`src/sv/tbms_pkg.sv`:
```
`timescale 1ns / 1ps

package tbms_pkg;

  // Field widths
  localparam int LEVEL_W = 8;
  localparam int TPL_W   = 3;
  localparam int IDX_W   = 8;
  localparam int AREA_W  = 13;
  localparam int LIMIT_W = 20;
  localparam int SQ_W    = 16;
  localparam int SUM_W   = 28;
  localparam int SCORE_W = 27;

  // The numerator is sum * 1296, which needs 11 more bits than the sum.
  localparam int NUM_W = SUM_W + 11;
  localparam int CNT_W = $clog2(NUM_W + 1);

  // Glyph queue between the front and the back
  localparam int QUEUE_DEPTH = 2;
  localparam int QPTR_W      = $clog2(QUEUE_DEPTH);
  localparam int QCNT_W      = $clog2(QUEUE_DEPTH + 1);

  // Constants
  localparam logic [SUM_W-1:0]   SUM_MAX     = {SUM_W{1'b1}};
  localparam logic [SCORE_W-1:0] SCORE_MAX   = {SCORE_W{1'b1}};
  localparam logic [SCORE_W-1:0] SURE_Q8     = SCORE_W'(256);
  localparam logic [LIMIT_W-1:0] LIMIT_RESET = LIMIT_W'(3072);

  // One finished glyph sum, handed from the front to the back
  typedef struct packed {
    logic [SUM_W-1:0]  sum;
    logic [AREA_W-1:0] area;
    logic [IDX_W-1:0]  idx;
    logic              last_letter;
  } glyph_t;

  // Glyph request with its valid flag
  typedef struct packed {
    logic   valid;
    glyph_t glyph;
  } glyph_req_t;

endpackage

```
`src/sv/tbms_intf.sv`:
```
`timescale 1ns / 1ps

// Pixel pair channel
interface tbms_pix_if;
  logic                         valid;
  logic                         ready;
  logic [tbms_pkg::LEVEL_W-1:0] image_level;
  logic [tbms_pkg::TPL_W-1:0]   template_level;
  logic [tbms_pkg::IDX_W-1:0]   letter_index;
  logic [tbms_pkg::AREA_W-1:0]  area;
  logic                         last_pixel;
  logic                         last_letter;

  modport source(output valid, image_level, template_level, letter_index, area,
                 last_pixel, last_letter, input ready);
  modport sink(input valid, image_level, template_level, letter_index, area,
               last_pixel, last_letter, output ready);
endinterface

// Best match result channel
interface tbms_res_if;
  logic                         valid;
  logic                         ready;
  logic [tbms_pkg::IDX_W-1:0]   match_letter;
  logic                         found;
  logic [tbms_pkg::SCORE_W-1:0] best_score_q8;

  modport source(output valid, match_letter, found, best_score_q8, input ready);
  modport sink(input valid, match_letter, found, best_score_q8, output ready);
endinterface

// Match limit write channel
interface tbms_cfg_if;
  logic                         valid;
  logic                         ready;
  logic [tbms_pkg::LIMIT_W-1:0] data;

  modport source(output valid, data, input ready);
  modport sink(input valid, data, output ready);
endinterface

```
`src/sv/tbms_front.sv`:
```
`timescale 1ns / 1ps

module tbms_front (
  input  logic                 clk,
  input  logic                 rst,
  tbms_pix_if.sink             pix,
  output tbms_pkg::glyph_req_t push,
  input  logic                 q_full
);

  logic [tbms_pkg::SUM_W-1:0]   sum;
  logic [tbms_pkg::SUM_W-1:0]   sum_next;
  logic [tbms_pkg::LEVEL_W-1:0] tpl_ext;
  logic [tbms_pkg::LEVEL_W-1:0] diff;
  logic [tbms_pkg::SQ_W-1:0]    sq;
  logic [tbms_pkg::SUM_W:0]     total;
  logic                         accept;

  // A pixel is taken whenever a finished glyph could still be queued.
  assign pix.ready = !q_full;
  assign accept    = pix.valid && pix.ready;

  // Absolute level difference, squared, added with saturation.
  always_comb begin
    tpl_ext = tbms_pkg::LEVEL_W'(pix.template_level);
    if (pix.image_level > tpl_ext) begin
      diff = pix.image_level - tpl_ext;
    end else begin
      diff = tpl_ext - pix.image_level;
    end
    sq    = tbms_pkg::SQ_W'(diff) * tbms_pkg::SQ_W'(diff);
    total = {1'b0, sum} + (tbms_pkg::SUM_W + 1)'(sq);
    if (total[tbms_pkg::SUM_W]) begin
      sum_next = tbms_pkg::SUM_MAX;
    end else begin
      sum_next = total[tbms_pkg::SUM_W-1:0];
    end
  end

  // The glyph sum goes to the queue on its last pixel.
  always_comb begin
    push.valid             = accept && pix.last_pixel;
    push.glyph.sum         = sum_next;
    push.glyph.area        = pix.area;
    push.glyph.idx         = pix.letter_index;
    push.glyph.last_letter = pix.last_letter;
  end

  // Running sum, cleared at each glyph end.
  always_ff @(posedge clk) begin
    if (rst) begin
      sum <= '0;
    end else if (accept) begin
      if (pix.last_pixel) begin
        sum <= '0;
      end else begin
        sum <= sum_next;
      end
    end
  end

endmodule

```
`src/sv/tbms_queue.sv`:
```
`timescale 1ns / 1ps

module tbms_queue (
  input  logic                 clk,
  input  logic                 rst,
  input  tbms_pkg::glyph_req_t push,
  output logic                 full,
  output tbms_pkg::glyph_req_t head,
  input  logic                 pop
);

  tbms_pkg::glyph_t              entries [tbms_pkg::QUEUE_DEPTH];
  logic [tbms_pkg::QPTR_W-1:0]   wr_ptr;
  logic [tbms_pkg::QPTR_W-1:0]   rd_ptr;
  logic [tbms_pkg::QCNT_W-1:0]   count;
  logic                          do_push;
  logic                          do_pop;

  assign full       = (count == tbms_pkg::QCNT_W'(tbms_pkg::QUEUE_DEPTH));
  assign head.valid = (count != '0);
  assign head.glyph = entries[rd_ptr];
  assign do_push    = push.valid && !full;
  assign do_pop     = pop && head.valid;

  // Entry storage.
  always_ff @(posedge clk) begin
    if (do_push) begin
      entries[wr_ptr] <= push.glyph;
    end
  end

  // Pointers and fill count.
  always_ff @(posedge clk) begin
    if (rst) begin
      wr_ptr <= '0;
      rd_ptr <= '0;
      count  <= '0;
    end else begin
      if (do_push) begin
        wr_ptr <= wr_ptr + 1'b1;
      end
      if (do_pop) begin
        rd_ptr <= rd_ptr + 1'b1;
      end
      if (do_push && !do_pop) begin
        count <= count + 1'b1;
      end else if (do_pop && !do_push) begin
        count <= count - 1'b1;
      end
    end
  end

endmodule

```
`src/sv/tbms_back.sv`:
```
`timescale 1ns / 1ps

module tbms_back (
  input  logic                         clk,
  input  logic                         rst,
  input  logic [tbms_pkg::LIMIT_W-1:0] limit,
  input  tbms_pkg::glyph_req_t         head,
  output logic                         pop,
  tbms_res_if.source                   res
);

  localparam logic [2:0] ST_IDLE   = 3'd0;
  localparam logic [2:0] ST_MUL    = 3'd1;
  localparam logic [2:0] ST_DIV    = 3'd2;
  localparam logic [2:0] ST_DECIDE = 3'd3;
  localparam logic [2:0] ST_RESULT = 3'd4;

  logic [2:0]                   state;
  tbms_pkg::glyph_t             rec;
  logic [tbms_pkg::NUM_W-1:0]   num;
  logic [tbms_pkg::AREA_W-1:0]  rem;
  logic [tbms_pkg::CNT_W-1:0]   cnt;
  logic                         zero_area;

  logic [tbms_pkg::SCORE_W-1:0] best_score;
  logic [tbms_pkg::IDX_W-1:0]   best_index;
  logic                         have_match;
  logic                         stop_early;

  logic                         out_valid;
  logic [tbms_pkg::IDX_W-1:0]   out_letter;
  logic                         out_found;
  logic [tbms_pkg::SCORE_W-1:0] out_score;
  logic                         out_free;

  logic [tbms_pkg::AREA_W:0]    rem_shift;
  logic [tbms_pkg::AREA_W:0]    rem_sub;
  logic                         qbit;
  logic [tbms_pkg::NUM_W-1:0]   num_mul;
  logic [tbms_pkg::SCORE_W-1:0] score;
  logic                         better;

  assign out_free = !out_valid || res.ready;
  assign pop      = (state == ST_IDLE) && head.valid;

  // One restoring division step: shift in the next numerator bit.
  always_comb begin
    rem_shift = {rem, num[tbms_pkg::NUM_W-1]};
    rem_sub   = rem_shift - {1'b0, rec.area};
    qbit      = (rem_shift >= {1'b0, rec.area});
  end

  // Sum times 1296 as shifted adds: 1296 = 1024 + 256 + 16.
  always_comb begin
    num_mul = (tbms_pkg::NUM_W'(rec.sum) << 10)
            + (tbms_pkg::NUM_W'(rec.sum) << 8)
            + (tbms_pkg::NUM_W'(rec.sum) << 4);
  end

  // Saturated score and the acceptance test.
  always_comb begin
    if (zero_area || (num > tbms_pkg::NUM_W'(tbms_pkg::SCORE_MAX))) begin
      score = tbms_pkg::SCORE_MAX;
    end else begin
      score = num[tbms_pkg::SCORE_W-1:0];
    end
    better = (score < best_score) && (score < tbms_pkg::SCORE_W'(limit));
  end

  // Sequencer: take a glyph, divide, decide, and report at the last glyph.
  always_ff @(posedge clk) begin
    if (rst) begin
      state      <= ST_IDLE;
      best_score <= tbms_pkg::SCORE_MAX;
      best_index <= '0;
      have_match <= 1'b0;
      stop_early <= 1'b0;
      zero_area  <= 1'b0;
    end else begin
      case (state)
        ST_IDLE: begin
          if (head.valid) begin
            rec       <= head.glyph;
            zero_area <= (head.glyph.area == '0);
            if (stop_early) begin
              if (head.glyph.last_letter) begin
                state <= ST_RESULT;
              end
            end else if (head.glyph.area == '0) begin
              state <= ST_DECIDE;
            end else begin
              state <= ST_MUL;
            end
          end
        end
        ST_MUL: begin
          num   <= num_mul;
          rem   <= '0;
          cnt   <= tbms_pkg::CNT_W'(tbms_pkg::NUM_W);
          state <= ST_DIV;
        end
        ST_DIV: begin
          num <= {num[tbms_pkg::NUM_W-2:0], qbit};
          if (qbit) begin
            rem <= rem_sub[tbms_pkg::AREA_W-1:0];
          end else begin
            rem <= rem_shift[tbms_pkg::AREA_W-1:0];
          end
          cnt <= cnt - 1'b1;
          if (cnt == tbms_pkg::CNT_W'(1)) begin
            state <= ST_DECIDE;
          end
        end
        ST_DECIDE: begin
          if (better) begin
            best_score <= score;
            best_index <= rec.idx;
            have_match <= 1'b1;
          end
          if (score < tbms_pkg::SURE_Q8) begin
            stop_early <= 1'b1;
          end
          if (rec.last_letter) begin
            state <= ST_RESULT;
          end else begin
            state <= ST_IDLE;
          end
        end
        ST_RESULT: begin
          if (out_free) begin
            best_score <= tbms_pkg::SCORE_MAX;
            best_index <= '0;
            have_match <= 1'b0;
            stop_early <= 1'b0;
            state      <= ST_IDLE;
          end
        end
        default: begin
          state <= ST_IDLE;
        end
      endcase
    end
  end

  // Output register: holds the result until the receiver takes it.
  always_ff @(posedge clk) begin
    if (rst) begin
      out_valid <= 1'b0;
    end else if ((state == ST_RESULT) && out_free) begin
      out_valid <= 1'b1;
    end else if (res.ready) begin
      out_valid <= 1'b0;
    end
  end

  always_ff @(posedge clk) begin
    if ((state == ST_RESULT) && out_free) begin
      out_found  <= have_match;
      out_letter <= have_match ? best_index : '0;
      out_score  <= have_match ? best_score : '0;
    end
  end

  assign res.valid         = out_valid;
  assign res.match_letter  = out_letter;
  assign res.found         = out_found;
  assign res.best_score_q8 = out_score;

endmodule

```
`src/sv/template_best_match_scorer_unit.sv`:
```
`timescale 1ns / 1ps

// Template best match scorer.
// The pix channel takes one pixel pair per request: the image level and the
// template level, with the glyph number, its area and the last_pixel and
// last_letter marks. The front sums squared level differences at one pixel
// per cycle while the queue has room, and queues each finished glyph sum
// (two entries deep). The back scores a glyph as floor(1296 * sum / area)
// with a bit-serial divider and keeps the lowest score below the match
// limit, ignoring later glyphs once one scores below 1.0 in Q8.
// A glyph with a nonzero area passes the back as handoff, multiply, one
// divide step per numerator bit and decision; pixel input runs at one per
// cycle until the queue fills, and then pix.ready drops. At the last glyph
// the result state loads the output register, raising the result request;
// after an early stop, glyphs only pass the handoff. The cfg channel writes
// the 20-bit match limit and is always ready; the user must write it only
// while the block is idle, which the block does not enforce.
// Reset sets the limit to 3072 (twelve in Q8) and clears all match state.
// When the receiver stalls, the result holds in the output register and the
// back waits, while the front keeps summing until the queue is full.

module template_best_match_scorer_unit (
  input logic        clk,
  input logic        rst,
  tbms_pix_if.sink   pix,
  tbms_res_if.source result,
  tbms_cfg_if.sink   cfg
);

  logic [tbms_pkg::LIMIT_W-1:0] limit;
  tbms_pkg::glyph_req_t         push;
  tbms_pkg::glyph_req_t         head;
  logic                         q_full;
  logic                         pop;

  // Match limit register.
  assign cfg.ready = 1'b1;

  always_ff @(posedge clk) begin
    if (rst) begin
      limit <= tbms_pkg::LIMIT_RESET;
    end else if (cfg.valid && cfg.ready) begin
      limit <= cfg.data;
    end
  end

  tbms_front u_front (
    .clk    (clk),
    .rst    (rst),
    .pix    (pix),
    .push   (push),
    .q_full (q_full)
  );

  tbms_queue u_queue (
    .clk  (clk),
    .rst  (rst),
    .push (push),
    .full (q_full),
    .head (head),
    .pop  (pop)
  );

  tbms_back u_back (
    .clk   (clk),
    .rst   (rst),
    .limit (limit),
    .head  (head),
    .pop   (pop),
    .res   (result)
  );

endmodule

```
`src/flat_wrapper.sv`:
```
// flat-port wrapper written by rule: the top's interface ports become plain ports
module template_best_match_scorer_unit_flat 
  (clk, rst, pix_valid, pix_image_level, pix_template_level, pix_letter_index, pix_area, pix_last_pixel, pix_last_letter, pix_ready, result_valid, result_match_letter, result_found, result_best_score_q8, result_ready, cfg_valid, cfg_data, cfg_ready);
  tbms_pix_if pix_i ();
  tbms_res_if result_i ();
  tbms_cfg_if cfg_i ();
  input logic clk;
  input logic rst;
  input wire logic [$bits(pix_i.valid)-1:0] pix_valid;
  input wire logic [$bits(pix_i.image_level)-1:0] pix_image_level;
  input wire logic [$bits(pix_i.template_level)-1:0] pix_template_level;
  input wire logic [$bits(pix_i.letter_index)-1:0] pix_letter_index;
  input wire logic [$bits(pix_i.area)-1:0] pix_area;
  input wire logic [$bits(pix_i.last_pixel)-1:0] pix_last_pixel;
  input wire logic [$bits(pix_i.last_letter)-1:0] pix_last_letter;
  output wire logic [$bits(pix_i.ready)-1:0] pix_ready;
  output wire logic [$bits(result_i.valid)-1:0] result_valid;
  output wire logic [$bits(result_i.match_letter)-1:0] result_match_letter;
  output wire logic [$bits(result_i.found)-1:0] result_found;
  output wire logic [$bits(result_i.best_score_q8)-1:0] result_best_score_q8;
  input wire logic [$bits(result_i.ready)-1:0] result_ready;
  input wire logic [$bits(cfg_i.valid)-1:0] cfg_valid;
  input wire logic [$bits(cfg_i.data)-1:0] cfg_data;
  output wire logic [$bits(cfg_i.ready)-1:0] cfg_ready;
  assign pix_i.valid = pix_valid;
  assign pix_i.image_level = pix_image_level;
  assign pix_i.template_level = pix_template_level;
  assign pix_i.letter_index = pix_letter_index;
  assign pix_i.area = pix_area;
  assign pix_i.last_pixel = pix_last_pixel;
  assign pix_i.last_letter = pix_last_letter;
  assign pix_ready = pix_i.ready;
  assign result_valid = result_i.valid;
  assign result_match_letter = result_i.match_letter;
  assign result_found = result_i.found;
  assign result_best_score_q8 = result_i.best_score_q8;
  assign result_i.ready = result_ready;
  assign cfg_i.valid = cfg_valid;
  assign cfg_i.data = cfg_data;
  assign cfg_ready = cfg_i.ready;
  template_best_match_scorer_unit u_core (.clk(clk), .rst(rst), .pix(pix_i), .result(result_i), .cfg(cfg_i));
endmodule
```
`config.mk`:
```
export PLATFORM = sky130hd
export DESIGN_NAME = template_best_match_scorer_unit_flat
export DESIGN_NICKNAME = d
export VERILOG_FILES = /design/src/sv/tbms_pkg.sv /design/src/sv/tbms_intf.sv /design/src/sv/tbms_front.sv /design/src/sv/tbms_queue.sv /design/src/sv/tbms_back.sv /design/src/sv/template_best_match_scorer_unit.sv /design/src/flat_wrapper.sv
export SDC_FILE = /design/constraint.sdc
export NUM_CORES = 1
export LEC_CHECK = 0
export BUFFER_PORTS_ARGS = -buffer_cell sky130_fd_sc_hd__buf_2
export CORE_UTILIZATION = 62
export DETAILED_ROUTE_END_ITERATION = 16
export GPL_TIMING_DRIVEN = 0
export MAX_ROUTING_LAYER = met4
export PLACE_DENSITY = 0.81
export SLEW_MARGIN = 20
export SYNTH_ARGS = -nofsm -noshare
export SYNTH_HDL_FRONTEND = slang
export SYNTH_SLANG_ARGS = --single-unit
```
`constraint.sdc`:
```
create_clock -name clk -period 7.9 [get_ports clk]
set_clock_uncertainty 0.05 [all_clocks]
set_input_delay 0.395 -clock clk [delete_from_list [all_inputs] [get_ports clk]]
set_output_delay 0.395 -clock clk [all_outputs]
set_load 0.02 [all_outputs]
```
# Yosys cells after proc, flatten, opt, wreduce, memory -nomap -nowiden
# Memories as Yosys holds them, arrays and structs flattened. A register that Yosys moved wholly into a read port is not among the register bits.
# Index checks and enable logic that the tools add are counted.
# Widths: inputs -> output; s select.
# word_totals
regBits	238
ramBits	100
output_inout_bits	39
word_cells	117
mem_count	1
# memory_table
name	depth	word_bits	read_ports	rd_ports_with_merged_regs	wr	line	rtl
u_core.u_queue.entries	2	50	1	1	1	tbms_queue.sv:12	tbms_pkg::glyph_t entries [tbms_pkg::QUEUE_DEPTH];
# classes
n_addsub	11
n_mul	1
magnitude_cmp	6
n_eq_ne	12
muxes	35
bitwise_logic	1
reduce_logical	28
# op_table
operator	n
$mux 27	3
$pmux 39 s2	1
$mux 28	2
$pmux 27 s2	1
$add 38x36->39	1
$add 39x32->39	1
$gt 39x27->1 const B	1
$add 28x16->29	1
$lt 27x20->1	1
$lt 27x27->1	1
$lt 27x9->1 const B	1
$pmux 13 s2	1
$mux 8	3
$mux 3	6
$mul 8x8->16	1
$pmux 8 s2	1
$pmux 3 s5	1
$ge 14x13->1	1
$logic_not 13->1	1
$mux 13	1
$sub 13x13->13	1
$pmux 6 s2	1
$ne 2x2->1 const B	5
$reduce_bool 2->1	5
other kinds (24)	52

# Depth between registers and ports, before layout
# Gate-level depths: netlist of the first run.
# depth
ltp_word	9
ltp_mapped	29

# By module
# Synthesis of the first run repeated with hierarchy kept, for this count alone.
# hier_totals
cells_unflattened	1836
hier_area_um2	20035.5
# by_module_without_submodules
module	n_inst	cells_per_inst	area_per_inst_um2	seq_area_each_um2
tbms_back	1	1048	10993.0	5165.0
tbms_front	1	541	4508.1	560.5
tbms_queue	1	181	3814.9	3103.0
template_best_match_scorer_unit	1	66	719.4	400.4

# Worst setup path after synthesis of the first run
# OpenSTA, ideal clock, no wires.
# synth_path
path_kind	input -> register
startpoint	input port pix_image_level[0]
endpoint	memory u_core.u_queue.entries[0][48] (netlist bit), data pin
setup_ps	264
arrival_ps	6887
t_required_ps	7586
slack_ps	700
stages	26
path_buffers	1
path_cell_list	inv_1 > ha_1 > inv_1 > fa_1 > a21oi_1 > a31oi_1 > nor3_2 > mux2i_1 > xor2_1 > nor2_1 > fa_1 > fa_1 > fa_1 > inv_1 > fa_1 > inv_1 > ha_1 > o21ai_0 > a21boi_0 > o21a_1 > o21ai_0 > o311a_1 > nor2_1 > buf_2 > nand4_1 > mux2i_1
# synth_rtl
item	line	rtl
start: declaration	flat_wrapper.sv:10	input wire logic [$bits(pix_i.image_level)-1:0] pix_image_level;
end: declaration	tbms_queue.sv:12	

==> results.json, run 1 <==
{
  "cp-endpoint": "u_core.u_queue.entries[0][48]",
  "place.gp.congestion": 0.938,
  "num_io_pins": 98,
  "syn_area_mm2": 0.0193,
  "slew_viol_final": 0,
  "dp.final_hpwl_mm": 31.4,
  "fin_util_pct": 71.4,
  "tightest_slew_ns": 1.08,
  "timing.final.crit_share_pct": 94.1,
  "grt_setup_unrepaired": "no",
  "synthMuxAreaShare_pct": 4.95,
  "drc_errors": 0,
  "synth_top_family_by_area": "adder cells",
  "coreArea_mm2": 0.0306,
  "grtUsageTotal_pct": 28.0,
  "drt_iter0_drc": 1198,
  "nets": 2182,
  "syn_nets": 2031,
  "cp-end-kind": "flop",
  "synthSimpleGateAreaFrac_pct": 13.6,
  "wl_per_cell_um": 18.1,
  "p_leak_nw": 9.02,
  "peakVddDrop_uv": 260,
  "cp.required_ns": 8.11,
  "powerDensity_mw_per_mm2": 376,
  "antenna_cells": 0,
  "antenna_found_initial": 0,
  "synth_cell_types": 70,
  "synth_cells": 1765,
  "multi_input_area_mm2": 0.00926,
  "cts_tree": "yes",
  "synthArstFlopShare_pct": 0,
  "portBuffers": 94,
  "crit_fanout": 10,
  "cts_buffer_depth": 3,
  "cts-buffers-inserted": 36,
  "ys_warn_count": 0,
  "start_util_pct": 63.1,
  "status": "finished clean",
  "ys.flop_type": "edfxtp_1",
  "dr_total_vias": 13700,
  "grt_max_degree": 51,
  "first_pass_iters": 5,
  "finalNonFillerCells": 2340,
  "ff2ff_setup_slack_ns": 2.56,
  "seqCellArea_mm2": 0.00923,
  "num-fill-cells": 2126,
  "cts_setup_buffers": 0,
  "synth-edff-count": 244,
  "rr_endpoint": "u_core.u_queue.entries[0][45]",
  "synth_compound_gate_area_share_pct": 10.4,
  "die_h_um": 178,
  "slew_headroom_pct": 28.0,
  "holdWs_ns": 0.0124,
  "routed_wl_mm": 42.4,
  "start_kind": "primary input",
  "die_w_um": 178,
  "crit_start": "pix_image_level[0]",
  "cts_htree_levels": 2,
  "worstSkewPairLatency_ns": 0.52,
  "post-synth-top-count-cell": "edfxtp_1",
  "timing.setup.tns_ns": 0,
  "r2r_cells": 16,
  "viasPerCell": 5.84,
  "maxCapViolCount": 0,
  "die_area_mm2": 0.0319,
  "hold_viol": 0,
  "yosysTopAreaCell": "edfxtp_1",
  "area_growth_pct": 13.1,
  "crit_type": "in -> reg",
  "cts_num_sinks": 339,
  "synthTopCellsByArea": "edfxtp_1 38%, dfxtp_1 9.8%, ha_1 9.3%",
  "seq_area_frac_synth_pct": 47.8,
  "drive_above_1_share_pct": 15.0,
  "min_period_ns": 7.43,
  "avgSynthCellArea_um2": 10.9,
  "grt_overflow_total": 0,
  "place_inst": 2266,
  "crit-reg2reg-launch": "u_core.u_front.sum[7]",
  "synthAdderAreaFrac_pct": 15.9,
  "synth_xor_area_share_pct": 2.72,
  "ys_top_cells_by_count": "244 x edfxtp_1, 165 x inv_1, 159 x nor2_1, 144 x ha_1, 111 x nand2_1",
  "netlist.area_leader.share_pct": 37.9,
  "setup_viol": 0,
  "detail-route-antenna-nets": 0,
  "root_buffer": "clkbuf_16",
  "grt_pass1_wl_mm": 67.9,
  "path_clk_slew_ns": 0.06,
  "min_path_type": "in -> reg",
  "synth_seq_cells": 339,
  "rows": 64,
  "crit_arrival_ns": 7.64,
  "grt_pass1_vias": 13800,
  "p_total_mw": 8.21,
  "fmax_ghz": 0.135
}
per-layer routing:
layer,part of all wire (%),vias to the layer above,global-route usage (%)
li1,-,6552,-
met2,50,431,48.0
met1,42,6585,34.1
met4,3.0,0,10.3
met3,4.9,90,3.09
met5,0,-,-
placed cells by master, fill, tap and decap left out, types with 41 or more instances in the layout:
cell	n
inv_1	165
nor3_1	46
buf_2	97
clkbuf_1	52
o21ai_0	68
edfxtp_1	244
nor2_1	156
fa_1	63
dfxtp_1	95
nand2_1	111
ha_1	144
and2_1	41
mux2_2	52
a21oi_1	91
area by class of cell:
| type | instances | share of cell area [%] |
|---|---|---|
| clock inverters | 20 | 1.12 |
| clock buffers | 46 | 4.58 |
| plain buffers | 64 | 1.27 |
| flip-flops and latches | 339 | 42.2 |
| multi-input cells | 1197 | 42.4 |
| inverters | 165 | 2.84 |
| well taps | 396 | 2.27 |
| repair buffers | 113 | 3.28 |
through the flow:
step | instance area (µm²) | setup slack [ns]
5_1_grt | 21800 | 0.00600
3_3_place_gp | 20300 | -0.513
6_report | 21800 | 0.465
2_1_floorplan | 19300 | 0.700
3_5_place_dp | 20500 | -0.702
4_1_cts | 21800 | 0.00335
cell families (layout without fill, tap and decap cells):
family                   after synthesis  count (layout)
flip-flops                           339             339
XOR/XNOR                              60              60
buffers and inverters                229             408
other                                  1               1
multiplexers                          89              89
AND/OR/NAND/NOR                      531             531
AO/OA/AOI/OAI                        309             309
adder cells (fa/ha/maj)              207             207
state kept, by name, summed over array words and instances (netlist names), named ones only:
register and cells:
u_core.u_queue.entries 100, u_core.u_back.rec 50, u_core.u_back.num 39, u_core.u_front.sum 28, u_core.u_back.best_score 27, u_core.u_back.res.best_score_q8 27
u_core.limit 20, u_core.u_back.rem 13, u_core.u_back.best_index 8, u_core.u_back.res.match_letter 8, u_core.u_back.cnt 6, u_core.u_back.state 3
u_core.u_queue.count 2, u_core.u_back.have_match 1, u_core.u_back.res.found 1, u_core.u_back.res.valid 1, u_core.u_back.stop_early 1, u_core.u_back.zero_area 1
u_core.u_queue.rd_ptr 1, u_core.u_queue.wr_ptr 1
report_power, final:
part | internal (mW) | switching (mW)
combinational | 1.53 | 2.23
sequential | 2.51 | 0.196
clock | 1.06 | 0.689
critical path, cell delays in order:
cell and delay [ns]:
buf_2 0.11, inv_1 0.05, ha_1 0.16, inv_1 0.05
fa_1 0.40, a21oi_1 0.22, a31oi_1 0.10, nor3_4 0.35
mux2i_1 0.36, nand2_1 0.14, xor2_2 0.42, nor2_1 0.13
fa_1 0.55, fa_1 0.53, fa_1 0.54, inv_1 0.05
fa_1 0.52, inv_1 0.04, ha_1 0.31, o21ai_0 0.12
a21boi_0 0.44, o21a_1 0.19, o21ai_1 0.12, o311a_1 0.41
nor2_2 0.30, buf_2 0.30, nand4_1 0.14, mux2i_1 0.18
worst min-delay path by stage:
stage,start,endpoint,slack [ns],depth (start not counted)
after CTS,pix_area[12],u_core.u_queue.entries[1][21],0.003,1
after global routing,pix_area[12],u_core.u_queue.entries[1][21],0.003,1
final,pix_area[12],u_core.u_queue.entries[1][21],0.01,1
after detailed placement,u_core.u_back.rec[6],u_core.u_back.best_index[5],0.40,1
after global placement,u_core.u_back.rec[7],u_core.u_back.best_index[6],0.40,1
after floorplan,u_core.u_front.sum[13],u_core.u_front.sum[13],0.39,1
what timing repair did:
item,CTS,global route
endpoints found under the setup margin,11,78
gates resized for setup,3,8
hold buffers,8,0
endpoints found under the hold margin,16,0
Note: power is estimated with default switching activity, not from simulation.
==> run 2: changes to the inputs <==
Settings changed: CORE_MARGIN set to 2, SLEW_MARGIN 20 to not set.
==> results.json, run 2 (synthesis results as in run 1) <==
{
  "crit_arrival_ns": 7.50,
  "cp-end-kind": "flop",
  "coreArea_mm2": 0.0307,
  "worst_slack_ns": 0.589,
  "area_growth_pct": 12.5,
  "largest_reg_flops": 100,
  "finalNonFillerCells": 2333,
  "crit_path_frequent_cell": "inv_1",
  "viasPerCell": 5.85,
  "hold_viol": 0,
  "cts_num_sinks": 339,
  "drc_errors": 0,
  "design_area_mm2": 0.0217,
  "cts_tree": "yes",
  "timing.setup.tns_ns": 0,
  "wl_per_cell_um": 17.9,
  "drt_iter0_drc": 1117,
  "powerDensity_mw_per_mm2": 374,
  "root_buffer": "clkbuf_16",
  "cts_htree_levels": 2,
  "min_path_type": "in -> reg",
  "mostFrequentLayoutCell": "edfxtp_1",
  "place_inst": 2264,
  "grt_max_degree": 39,
  "reg_top3": "u_core.u_queue.entries (100), u_core.u_back.rec (50), u_core.u_back.num (39)",
  "start_util_pct": 63.0,
  "slew_viol_final": 0,
  "crit_type": "in -> reg",
  "holdWs_ns": 0.00998,
  "path_clk_slew_ns": 0.06,
  "first_pass_iters": 5,
  "dr_total_vias": 13600,
  "die_area_mm2": 0.0326,
  "top_register": "u_core.u_queue.entries",
  "routed_wl_mm": 41.9,
  "final_cell_mix": "244 x edfxtp_1, 165 x inv_1, 156 x nor2_1",
  "maxCapViolCount": 0,
  "die_h_um": 180,
  "cpPeakStageDelay_ns": 0.56,
  "cts_buffer_depth": 3,
  "die_w_um": 180,
  "grt_overflow_total": 0,
  "placement.cell_area_mm2": 0.0204,
  "p_leak_nw": 8.98,
  "timing.final.crit_share_pct": 92.6,
  "portBuffers": 94,
  "peakVddDrop_uv": 248,
  "grt_setup_unrepaired": "no",
  "drive_above_1_share_pct": 14.9,
  "place.gp.congestion": 0.904,
  "grt_pass1_vias": 14000,
  "worstSkewPairLatency_ns": 0.53,
  "rows": 64,
  "dp.final_hpwl_mm": 31.5,
  "min_period_ns": 7.31,
  "p_total_mw": 8.12,
  "tightest_slew_ns": 1.04,
  "grt_pass1_wl_mm": 68.6,
  "detail-route-antenna-nets": 0,
  "ctsHoldBuffers": 0,
  "fmax_ghz": 0.137,
  "cp.required_ns": 8.09,
  "start_kind": "primary input",
  "status": "finished clean",
  "slew_headroom_pct": 30.6,
  "setup_viol": 0,
  "slowest_stage": "or4_1",
  "cts-buffers-inserted": 37,
  "crit_fanout": 10,
  "place_ws_ns": -0.607,
  "fin_util_pct": 70.8,
  "antenna_cells": 0,
  "antenna_found_initial": 0,
  "nets": 2174,
  "num_io_pins": 98,
  "grtUsageTotal_pct": 26.6
}
==> run 2: changes by cell type in the layout (fill, tap and decap cells not counted), moves of 2 or more <==
cell           before  now
bufinv_16           5    2
dlygate4sd3_1       8    0
buf_6               2    5
buf_4              11    7
clkbuf_1           52   57
clkinvlp_4          5    1
clkbuf_16          37   39
buf_12              1    4
buf_16              3    0
==> run 2: repair_timing <==
item / in CTS / in global routing
gates resized for setup: 3 / 11
endpoints found under the setup margin: 3 / 65
setup buffers: 0 / 0
==> run 2: routing by layer <==
metal / GRT usage (%) / routed length [µm]
met5: - / 0
met1: 32.5 / 17700
met3: 3.19 / 2110
met4: 9.23 / 1330
met2: 45.8 / 20700
==> run 2: path summary, 6_finish.rpt <==
kind / endpoint / slack [ns] / depth (start not counted) / start
hold / removal: u_core.u_queue.entries[1][10] / 0.01 / 1 / pix_area[1]
setup / recovery: u_core.u_queue.entries[0][45] / 0.59 / 28 / pix_image_level[0]
hold reg to reg: u_core.u_back.best_index[2] / 0.43 / 1 / u_core.u_back.rec[3]
setup reg to reg: u_core.u_queue.entries[0][45] / 2.55 / 16 / u_core.u_front.sum[7]
==> run 2: worst max-delay path, delay by kind of cell <==
kind                       cells  cell delay [ns]
AOI/OAI and AO/OA              5             1.16
xor gates and xnor gates       1             0.23
adders and majority gates      7             2.84
buffers and inverters          8             0.83
muxes                          1             0.32
and+or+nand+nor                6             1.71
==> run 2: layout make-up <==
class,count,area (µm²)
multi-input combinational,1197,9270
sequential,339,9230
fill,2170,8950
clock buffer,55,1090
inverter,165,619
timing repair buffer,104,618
tap,396,495
buffer,64,278
clock inverter,13,130
==> run 2: where the power goes <==
| group | leakage [nW] | internal [mW] | switching [mW] |
|---|---|---|---|
| logic | 5.45 | 1.51 | 2.20 |
| registers | 2.93 | 2.51 | 0.195 |
| clock network | 0.594 | 1.02 | 0.683 |
| total | 8.98 | 5.05 | 3.08 |
==> run 3: changes to the inputs <==
Settings changed: CORE_UTILIZATION 62 to 63, PLACE_DENSITY 0.81 to 0.82, SYNTH_HIERARCHICAL set to 1.
==> results.json, run 3 <==
{
  "die_h_um": 182,
  "powerDensity_mw_per_mm2": 380,
  "grt_max_degree": 44,
  "crit-reg2reg-launch": "u_core/u_front/sum[7]",
  "top_register": "u_core/u_queue/entries",
  "start_kind": "primary input",
  "p_total_mw": 8.48,
  "first_pass_iters": 5,
  "cp.required_ns": 8.06,
  "slew_viol_final": 0,
  "antenna_cells": 0,
  "cts_htree_levels": 2,
  "ff2ff_setup_slack_ns": 2.77,
  "grt_setup_unrepaired": "no",
  "synth_seq_cells": 339,
  "place.gp.congestion": 0.892,
  "fmax_ghz": 0.143,
  "r2r_cells": 17,
  "ys_warn_count": 6,
  "antenna_found_initial": 0,
  "yosysTopAreaCell": "edfxtp_1",
  "reg_top3": "u_core/u_queue/entries (100), u_core/u_back/rec (50), u_core/u_back/num (39)",
  "cp-end-kind": "flop",
  "hold_viol": 0,
  "rows": 65,
  "synth_cells": 1836,
  "dr_total_vias": 13800,
  "drive_above_1_share_pct": 14.2,
  "tightest_slew_ns": 1.14,
  "grt_pass1_vias": 13600,
  "worstSkewPairLatency_ns": 0.52,
  "routed_wl_mm": 40.3,
  "synth-edff-count": 244,
  "finalNonFillerCells": 2386,
  "fin_util_pct": 70.9,
  "grt_overflow_total": 0,
  "min_path_type": "in -> reg",
  "cts_tree": "yes",
  "min_period_ns": 7.01,
  "area_growth_pct": 11.3,
  "drc_errors": 0,
  "setup_viol": 0,
  "status": "finished clean",
  "crit_fanout": 9,
  "start_util_pct": 63.7,
  "mostFrequentLayoutCell": "edfxtp_1",
  "timing.final.crit_share_pct": 88.7,
  "synth_cell_types": 96,
  "holdPathStages": 1,
  "slew_headroom_pct": 23.0,
  "die_area_mm2": 0.0332,
  "die_w_um": 182,
  "final_cell_mix": "244 x edfxtp_1, 172 x nor2_1, 163 x inv_1",
  "p_leak_nw": 9.24,
  "holdPathEnd": "u_core/u_queue/entries[0][1]",
  "num-fill-cells": 2196,
  "ys_top_cells_by_count": "244 x edfxtp_1, 173 x nor2_1, 164 x inv_1, 142 x ha_1, 102 x nand2_1",
  "min_from": "pix_letter_index[0]",
  "syn_area_mm2": 0.0200,
  "nets": 2221,
  "synthTopCellsByArea": "edfxtp_1 37%, dfxtp_1 9.5%, ha_1 8.9%",
  "ys.flop_type": "edfxtp_1",
  "largest_reg_flops": 100,
  "crit_arrival_ns": 7.17,
  "portBuffers": 73,
  "peakVddDrop_uv": 300,
  "wl_per_cell_um": 16.9,
  "syn_nets": 2100,
  "viasPerCell": 5.77,
  "cts-buffers-inserted": 35,
  "maxCapViolCount": 0,
  "timing.setup.tns_ns": 0,
  "seq_area_frac_synth_pct": 46.1,
  "cts_num_sinks": 339,
  "rr_endpoint": "u_core/u_queue/entries[0][46]",
  "place_inst": 2318,
  "holdWs_ns": 0.0149,
  "coreArea_mm2": 0.0315,
  "root_buffer": "clkbuf_16",
  "synthArstFlopShare_pct": 0,
  "avgSynthCellArea_um2": 10.9,
  "crit_type": "in -> reg",
  "drt_iter0_drc": 1092,
  "grt_pass1_wl_mm": 65.9,
  "post-synth-top-count-cell": "edfxtp_1",
  "num_io_pins": 98,
  "cts_buffer_depth": 3,
  "detail-route-antenna-nets": 0,
  "netlist.area_leader.share_pct": 36.6,
  "path_clk_slew_ns": 0.06,
  "dp.final_hpwl_mm": 30.6,
  "grtUsageTotal_pct": 25.0
}
run 3: worst max-delay path by stage:
stage | startpoint | to | depth (start not counted)
final | pix_image_level[0] | u_core/u_queue/entries[0][46] | 28
after global routing | pix_image_level[0] | u_core/u_queue/entries[1][46] | 28
after global placement | rst | u_core/u_back/rem[4] | 4
after CTS | pix_image_level[0] | u_core/u_queue/entries[0][46] | 28
after detailed placement | pix_image_level[0] | u_core/u_queue/entries[1][46] | 28
after floorplan | pix_image_level[0] | u_core/u_queue/entries[0][43] | 25
run 3: layer usage:
metal	vias up	track usage [%]	part of all wire, %
met2	424	43.4	50
li1	6747	-	-
met1	6499	30.2	42
met5	-	-	0
met3	89	2.91	4.4
met4	0	9.19	3.5
run 3: kinds of logic (layout without fill, tap and decap cells):
kind of cell | Yosys count | after routing | share of synthesized area, %
AO/OA/AOI/OAI | 328 | 328 | 11.0
XOR/XNOR | 68 | 68 | 3.10
adder cells (fa/ha/maj) | 205 | 205 | 15.2
buffers and inverters | 254 | 402 | 5.67
flip-flops | 339 | 339 | 46.1
multiplexers | 103 | 103 | 5.53
other | 1 | 1 | 0.0187
AND/OR/NAND/NOR | 538 | 538 | 13.4
run 3: report_power, final:
group | total, mW | switching (mW) | internal, mW
clock network | 1.74 | 0.694 | 1.04
registers | 2.72 | 0.192 | 2.53
logic | 4.02 | 2.38 | 1.64
run 3: worst max-delay path: stages:
cell	delay, ns
buf_2	0.11
inv_1	0.05
ha_1	0.13
inv_1	0.06
fa_1	0.49
a211oi_4	0.39
o21ai_4	0.15
nand3_1	0.11
nand2_2	0.06
xnor2_1	0.64
nor2_1	0.21
inv_1	0.13
fa_1	0.41
inv_1	0.09
fa_1	0.46
fa_1	0.51
inv_1	0.06
fa_1	0.53
inv_1	0.04
ha_1	0.38
a21oi_1	0.21
nand2_1	0.12
o2111ai_1	0.40
a21o_1	0.24
nand2_1	0.14
nand2b_1	0.10
clkbuf_1	0.34
nand3_1	0.21
run 3: layout make-up:
| cell class | instances | area (µm²) | share of cell area, % |
|---|---|---|---|
| inverters | 165 | 619 | 2.78 |
| well taps | 402 | 503 | 2.26 |
| multi-input cells | 1243 | 9680 | 43.4 |
| repair buffers | 84 | 510 | 2.29 |
| flip-flops and latches | 339 | 9230 | 41.4 |
| plain buffers | 89 | 517 | 2.32 |
| clock buffers | 47 | 1040 | 4.68 |
| clock inverters | 17 | 196 | 0.881 |
run 3: timing repair:
item / in CTS / in global routing
buffers inserted: 0 / 0
endpoints found under the hold margin: 6 / 1
hold buffers: 3 / 1
gates resized for setup: 0 / 0
run 3: stage by stage:
stage	cell area [µm²]	setup WS (ns)
floorplan	20000	1.34
CTS	22300	0.911
finish	22300	0.890
detailed placement	21000	0.371
global placement	20900	0.536
global route	22300	0.483
